File: config.mk
export PLATFORM = sky130hd
export DESIGN_NAME = content_length_deframer
export DESIGN_NICKNAME = d
export VERILOG_FILES = /design/src/hw/rtl/cld_pkg.sv /design/src/hw/rtl/content_length_deframer.sv
export SDC_FILE = /design/constraint.sdc
export NUM_CORES = 1
export LEC_CHECK = 0
export ABC_CLOCK_PERIOD_IN_PS = 5300
export BUFFER_PORTS_ARGS = -buffer_cell sky130_fd_sc_hd__buf_2
export CORE_MARGIN = 2
export CORE_UTILIZATION = 55
export CTS_BUF_LIST = sky130_fd_sc_hd__clkbuf_4
export DETAILED_ROUTE_END_ITERATION = 8
export PLACE_DENSITY = 0.72
export SYNTH_ARGS = -nofsm -noshare
export SYNTH_HDL_FRONTEND = slang
export SYNTH_SLANG_ARGS = --single-unit
File: constraint.sdc
create_clock -name clk -period 5.3 [get_ports clk]
set_clock_uncertainty 0.05 [all_clocks]
set_input_delay 1.06 -clock clk [delete_from_list [all_inputs] [get_ports clk]]
set_output_delay 1.06 -clock clk [all_outputs]
set_load 0.03 [all_outputs]
File: src/hw/rtl/cld_pkg.sv
`default_nettype none

package cld_pkg;

	// Default width of the body length and its counters.
	localparam int LENGTH_BITS_DEF = 32;

	// Header syntax.
	localparam int unsigned PREFIX_LEN = 15;
	localparam int unsigned POS_W      = $clog2(PREFIX_LEN + 1);
	localparam logic [7:0]  CH_CR      = 8'h0D;
	localparam logic [7:0]  CH_LF      = 8'h0A;
	localparam logic [7:0]  CH_SPACE   = 8'h20;
	localparam logic [7:0]  CH_ZERO    = 8'h30;
	localparam logic [7:0]  CH_NINE    = 8'h39;

	// Line terminator progress codes.
	localparam logic [1:0] TERM_NONE     = 2'd0;
	localparam logic [1:0] TERM_CR       = 2'd1;
	localparam logic [1:0] TERM_CRLF     = 2'd2;
	localparam logic [1:0] TERM_CRLFCR   = 2'd3;

	// Characters of the text "Content-Length:" by position.
	function automatic logic [7:0] prefix_char(input logic [POS_W-1:0] idx);
		logic [7:0] ch;
		case (idx)
			4'd0:    ch = 8'h43; // C
			4'd1:    ch = 8'h6F; // o
			4'd2:    ch = 8'h6E; // n
			4'd3:    ch = 8'h74; // t
			4'd4:    ch = 8'h65; // e
			4'd5:    ch = 8'h6E; // n
			4'd6:    ch = 8'h74; // t
			4'd7:    ch = 8'h2D; // -
			4'd8:    ch = 8'h4C; // L
			4'd9:    ch = 8'h65; // e
			4'd10:   ch = 8'h6E; // n
			4'd11:   ch = 8'h67; // g
			4'd12:   ch = 8'h74; // t
			4'd13:   ch = 8'h68; // h
			4'd14:   ch = 8'h3A; // :
			default: ch = 8'h00;
		endcase
		return ch;
	endfunction

endpackage

`default_nettype wire

File: src/hw/rtl/content_length_deframer.sv
`default_nettype none

// Content-Length deframer.
// The input channel (in_valid, in_ready, in_byte) takes one raw stream byte
// per request. Header lines end in CR LF and a header ends at CR LF CR LF;
// the last "Content-Length:" line sets the body length, saturating at
// 2^LENGTH_BITS - 1. The output channel (out_valid, out_ready and the result
// fields) gives one request per body byte, with body_last on the final byte,
// one empty_body request for a zero length, or one header_error request for a
// header without a length line. Header bytes give no output.
// A byte is registered on acceptance and then processed against the parser
// state from the input register, and any result lands in the output register.
// One byte per cycle is sustained while no result waits for the output;
// the parser update is a single pass of short logic between the two registers.
// When the receiver stalls, the output register holds its result and the
// input register still takes a byte; a byte that would produce a result waits
// there until the output register frees up, and bytes that produce no result
// keep flowing. Reset clears both registers and puts the parser at the start
// of a header.
module content_length_deframer
	import cld_pkg::*;
#(
	parameter int LENGTH_BITS = LENGTH_BITS_DEF
) (
	input  wire logic       clk,
	input  wire logic       arst_n,
	input  wire logic       in_valid,
	output logic            in_ready,
	input  wire logic [7:0] in_byte,
	output logic            out_valid,
	input  wire logic       out_ready,
	output logic [7:0]      out_byte,
	output logic            body_last,
	output logic            empty_body,
	output logic            header_error
);

	localparam int LB = LENGTH_BITS;

	// Input register.
	logic       valid_s1;
	logic [7:0] byte_s1;

	// Parser state.
	logic             in_body_q;
	logic [POS_W-1:0] pos_q;
	logic             match_q;
	logic             after_q;
	logic             skip_q;
	logic             digits_q;
	logic [LB-1:0]    accum_q;
	logic [LB-1:0]    body_len_q;
	logic             seen_q;
	logic [1:0]       term_q;
	logic [LB-1:0]    remain_q;

	// Output register.
	logic       out_valid_q;
	logic [7:0] out_byte_q;
	logic       last_q;
	logic       empty_q;
	logic       error_q;

	// Next values.
	logic             in_body_d;
	logic [POS_W-1:0] pos_d;
	logic             match_d;
	logic             after_d;
	logic             skip_d;
	logic             digits_d;
	logic [LB-1:0]    accum_d;
	logic [LB-1:0]    body_len_d;
	logic             seen_d;
	logic [1:0]       term_d;
	logic [LB-1:0]    remain_d;
	logic             produce;
	logic [7:0]       res_byte;
	logic             res_last;
	logic             res_empty;
	logic             res_error;

	logic [LB+3:0] accum_x10;
	logic          is_digit;
	logic          out_free;
	logic          advance;

	// Candidate accumulator update for the byte in the input register.
	assign is_digit  = (byte_s1 >= CH_ZERO) && (byte_s1 <= CH_NINE);
	assign accum_x10 = {1'b0, accum_q, 3'b000} + {3'b000, accum_q, 1'b0}
		+ {{LB{1'b0}}, byte_s1[3:0]};

	// Parser update for one byte.
	always_comb begin
		in_body_d  = in_body_q;
		pos_d      = pos_q;
		match_d    = match_q;
		after_d    = after_q;
		skip_d     = skip_q;
		digits_d   = digits_q;
		accum_d    = accum_q;
		body_len_d = body_len_q;
		seen_d     = seen_q;
		term_d     = term_q;
		remain_d   = remain_q;
		produce    = 1'b0;
		res_byte   = 8'h00;
		res_last   = 1'b0;
		res_empty  = 1'b0;
		res_error  = 1'b0;

		if (in_body_q) begin
			// Body byte passes through; the count reaching zero ends the body.
			if (remain_q != '0) begin
				remain_d = remain_q - LB'(1);
			end
			produce  = 1'b1;
			res_byte = byte_s1;
			if (remain_d == '0) begin
				res_last   = 1'b1;
				in_body_d  = 1'b0;
				pos_d      = '0;
				match_d    = 1'b1;
				after_d    = 1'b0;
				skip_d     = 1'b1;
				digits_d   = 1'b1;
				accum_d    = '0;
				body_len_d = '0;
				seen_d     = 1'b0;
				term_d     = TERM_NONE;
			end
		end else if (byte_s1 == CH_LF && term_q == TERM_CR) begin
			// End of a header line: latch a complete length line.
			if (match_q && pos_q == POS_W'(PREFIX_LEN) && after_q) begin
				body_len_d = accum_q;
				seen_d     = 1'b1;
			end
			pos_d    = '0;
			match_d  = 1'b1;
			after_d  = 1'b0;
			skip_d   = 1'b1;
			digits_d = 1'b1;
			accum_d  = '0;
			term_d   = TERM_CRLF;
		end else if (byte_s1 == CH_LF && term_q == TERM_CRLFCR) begin
			// End of the header: report a problem or enter the body.
			pos_d      = '0;
			match_d    = 1'b1;
			after_d    = 1'b0;
			skip_d     = 1'b1;
			digits_d   = 1'b1;
			accum_d    = '0;
			body_len_d = '0;
			seen_d     = 1'b0;
			term_d     = TERM_NONE;
			if (!seen_q) begin
				produce   = 1'b1;
				res_error = 1'b1;
			end else if (body_len_q == '0) begin
				produce   = 1'b1;
				res_empty = 1'b1;
			end else begin
				in_body_d = 1'b1;
				remain_d  = body_len_q;
			end
		end else begin
			// A held CR that turned out not to end a line counts as a line byte.
			// It never matches the prefix and is neither a space nor a digit.
			if (term_q[0] && match_q) begin
				if (pos_q != POS_W'(PREFIX_LEN)) begin
					match_d = 1'b0;
				end else begin
					after_d  = 1'b1;
					skip_d   = 1'b0;
					digits_d = 1'b0;
				end
			end
			if (byte_s1 == CH_CR) begin
				term_d = (term_q == TERM_CRLF) ? TERM_CRLFCR : TERM_CR;
			end else begin
				term_d = TERM_NONE;
				// Ordinary line byte against the state left by the held CR.
				if (match_d) begin
					if (pos_d != POS_W'(PREFIX_LEN)) begin
						if (byte_s1 == prefix_char(pos_d)) begin
							pos_d = pos_d + POS_W'(1);
						end else begin
							match_d = 1'b0;
						end
					end else begin
						after_d = 1'b1;
						if (!(skip_d && byte_s1 == CH_SPACE)) begin
							skip_d = 1'b0;
							if (digits_d) begin
								if (is_digit) begin
									if (accum_x10[LB+3:LB] != 4'd0) begin
										accum_d = '1;
									end else begin
										accum_d = accum_x10[LB-1:0];
									end
								end else begin
									digits_d = 1'b0;
								end
							end
						end
					end
				end
			end
		end
	end

	// Handshake: a byte moves on unless its result finds the output full.
	assign out_free = !out_valid_q || out_ready;
	assign advance  = valid_s1 && (!produce || out_free);
	assign in_ready = !valid_s1 || advance;

	// Input register.
	always_ff @(posedge clk or negedge arst_n) begin
		if (!arst_n) begin
			valid_s1 <= 1'b0;
		end else if (in_ready) begin
			valid_s1 <= in_valid;
		end
	end

	always_ff @(posedge clk) begin
		if (in_ready && in_valid) begin
			byte_s1 <= in_byte;
		end
	end

	// Parser state register.
	always_ff @(posedge clk or negedge arst_n) begin
		if (!arst_n) begin
			in_body_q  <= 1'b0;
			pos_q      <= '0;
			match_q    <= 1'b1;
			after_q    <= 1'b0;
			skip_q     <= 1'b1;
			digits_q   <= 1'b1;
			accum_q    <= '0;
			body_len_q <= '0;
			seen_q     <= 1'b0;
			term_q     <= TERM_NONE;
			remain_q   <= '0;
		end else if (advance) begin
			in_body_q  <= in_body_d;
			pos_q      <= pos_d;
			match_q    <= match_d;
			after_q    <= after_d;
			skip_q     <= skip_d;
			digits_q   <= digits_d;
			accum_q    <= accum_d;
			body_len_q <= body_len_d;
			seen_q     <= seen_d;
			term_q     <= term_d;
			remain_q   <= remain_d;
		end
	end

	// Output register.
	always_ff @(posedge clk or negedge arst_n) begin
		if (!arst_n) begin
			out_valid_q <= 1'b0;
		end else if (out_free) begin
			out_valid_q <= advance && produce;
		end
	end

	always_ff @(posedge clk) begin
		if (out_free && advance && produce) begin
			out_byte_q <= res_byte;
			last_q     <= res_last;
			empty_q    <= res_empty;
			error_q    <= res_error;
		end
	end

	assign out_valid    = out_valid_q;
	assign out_byte     = out_byte_q;
	assign body_last    = last_q;
	assign empty_body   = empty_q;
	assign header_error = error_q;

endmodule

`default_nettype wire
==> metrics <==
status=finished clean; dpl cells=1285; DRC violations left=0; Post-CTS Resized=0; largest net degree at the start of global routing=84; post-synth top area share=28.5%; cell with the most instances after synthesis=nand2_1; routed vias/inst=6.60; Setup WS post-layout=0.671 ns; Post-synth EDFFs=19; Sink Count=129; main area contributors after synthesis=dfrtp_1, ha_1, edfxtp_1; DR iter-0 viols=740; ys flop type=dfrtp_1; postcts setup bufs=0; drt pass-1 iters=5; reg2reg setup slack=0.67 ns; core region area=16600 µm²; min cycle time layout=4.63 ns; initial antenna violation count=1; Synth cell types=77; row count=47; Slew Limit Fails=0; H-tree depth=4; setup tns final=0 ns; initial core utilization=56.5%; Cell Area, Synth=9400 µm²; CTS tree=yes; Avg Cell Area, Syn=8.58 µm²; CP top delay family=simple AND/OR/NAND/NOR gates; total gr overflow=0; Die Height=135 µm; GRT Total Usage=29.0%; Final period util=87.3%; RSZ-0062 raised after global routing=false; Post-synth ARST share=85.3%; final hold vios=0; sequential share of the synthesized area=35.4%; Worst path most repeated cell=or4_1; # Max-Cap Violations=0; port buffer count=24; critical path fanouts, max=22; worst slack, placed=0.775 ns; area leader, netlist=dfrtp_1; leak pwr=4.37 nW; vias in the first global route=8080; IO Count=25; hold slack=0.466 ns; Max Root-Sink Buffers=2; GPL Wtd Cong=0.923; reg2reg path depth=9; # hold bufs at CTS=0; flops & latches, synth=129; share of layout cells above drive strength 1=8.48%; worst path cell trace=or4_1, or4_1, or3_1, or4_1, xor2_1, nor3b_1, and4_1, o211ai_2, a211o_1; Synth Net Count=1178; Hold Path Cell Cnt=2; CP bufs+invs=0; CTS buffer count=17; slowest stage delay, CP=0.68 ns; Clk Tree Root Cell=clkbuf_4; fmax=216 MHz; Final Non-Filler Cells=1318; YS warnings=0; synthesized netlist cell count=1095; Layout area overhead=5.91%; Setup CP Type=register to register; Worst setup SP type=register; Die W=135 µm; vias post-DR=8698; Worst EP required=5.69 ns; Slowest-stage cell, CP=or4_1; Antenna Nets Post-Route=0; DP HPWL=18400 µm; Reg clk slew, reported paths=0.13 ns; slew margin rel.=24.4%; wire length per cell=19.3 µm; die area=18200 µm²; Power Dens Cells=277 nW/µm²; global-route wire length before repair=42100 µm; CP Depth=9; Peak supply drop=0.198 mV; Crit. End Element=register; Skew-Pair Late Insertion Delay=0.57 ns; Post-Route WL=25400 µm; Commonest cells post-synth=nand2_1, dfrtp_1, a21oi_1, o21ai_0, nor2_1; Slew @ Worst Pin=1.13 ns; crit path DAT=5.02 ns; final setup violation count=0; HP Class=register to register; # nets final=1167
cells in the final DEF (no fill, tap or decap), types with 17 or more instances in the layout:
cell type / Yosys / routed
nand2_1: 113 / 113
dfrtp_1: 107 / 106
o21ai_0: 84 / 84
a21oi_1: 84 / 84
nor2_1: 78 / 77
ha_1: 69 / 69
nand3_1: 40 / 40
a22oi_1: 35 / 35
nor3_1: 29 / 28
inv_1: 25 / 25
nor4_1: 24 / 24
buf_2: 3 / 23
a211o_1: 22 / 22
edfxtp_1: 19 / 19
and3_1: 18 / 18
clkbuf_4: 0 / 18
or3_1: 17 / 17
logic make-up after synthesis:
family                     after synthesis  synth area share (%)
buffers and inverters                   90                  3.83
xor gates and xnor gates                28                  2.61
and+or+nand+nor                        414                  23.3
DFF                                    129                  35.4
adders and majority gates               73                  9.82
AOI/OAI and AO/OA                      357                  24.6
muxes                                    4                 0.426
metal layers:
layer | global-route usage [%] | vias to the layer above | part of all wire (%) | wire (µm)
met2 | 45.1 | 287 | 46 | 11700
met1 | 42.7 | 4239 | 47 | 12000
met4 | 7.78 | 0 | 1.5 | 378
li1 | - | 4142 | - | -
met3 | 3.87 | 30 | 5.4 | 1370
met5 | 0 | - | 0 | 0
state kept, by name (all words and copies together) (netlist names):
name	count
digits_q	1
body_last	1
seen_q	1
match_q	1
after_q	1
term_q	2
accum_q	32
out_valid	1
body_len_q	32
pos_q	4
byte_s1	8
skip_q	1
valid_s1	1
empty_body	1
out_byte	8
in_body_q	1
header_error	1
remain_q	32
per-stage QoR:
stage	util [%]	total power, W	area, µm²
after floorplan	-	0.00181	9400
after global placement	57.8	0.00197	9630
after detailed placement	57.8	0.00199	9630
after CTS	59.8	0.00275	9950
after global routing	59.8	0.00290	9950
final	59.8	0.00276	9950
final timing paths:
path | startpoint | endpoint
max reg2reg | remain_q[11]$_DFFE_PN0P_ | accum_q[22]$_DFFE_PN0P_
min | skip_q$_DFFE_PN1P_ | skip_q$_DFFE_PN1P_
max | remain_q[11]$_DFFE_PN0P_ | accum_q[22]$_DFFE_PN0P_
max in group asynchronous | arst_n | accum_q[24]$_DFFE_PN0P_
min in group asynchronous | arst_n | pos_q[2]$_DFFE_PN0P_
min reg2reg | skip_q$_DFFE_PN1P_ | skip_q$_DFFE_PN1P_
power breakdown:
part	total [W]	switching, W	leakage (nW)	internal, W
logic	0.000697	0.000440	2.82	0.000257
registers	0.00129	0.000177	1.39	0.00112
clock network	0.000767	0.000390	0.163	0.000377
total	0.00276	0.00101	4.37	0.00175
cell type report:
type | instances | area (µm²)
clock inverters | 14 | 190
diodes | 1 | 2.50
repair buffers | 35 | 205
clock buffers | 18 | 135
inverters | 25 | 93.8
well taps | 220 | 275
fillers | 1507 | 6690
flip-flops and latches | 129 | 3330
multi-input cells | 876 | 5720
tightest hold or removal path, cell delays in order, from the launching register on:
cell	delay [ns]
dfstp_2	0.38
inv_1	0.07
o2bb2ai_1	0.08
Power figures use the tool's default switching activity.
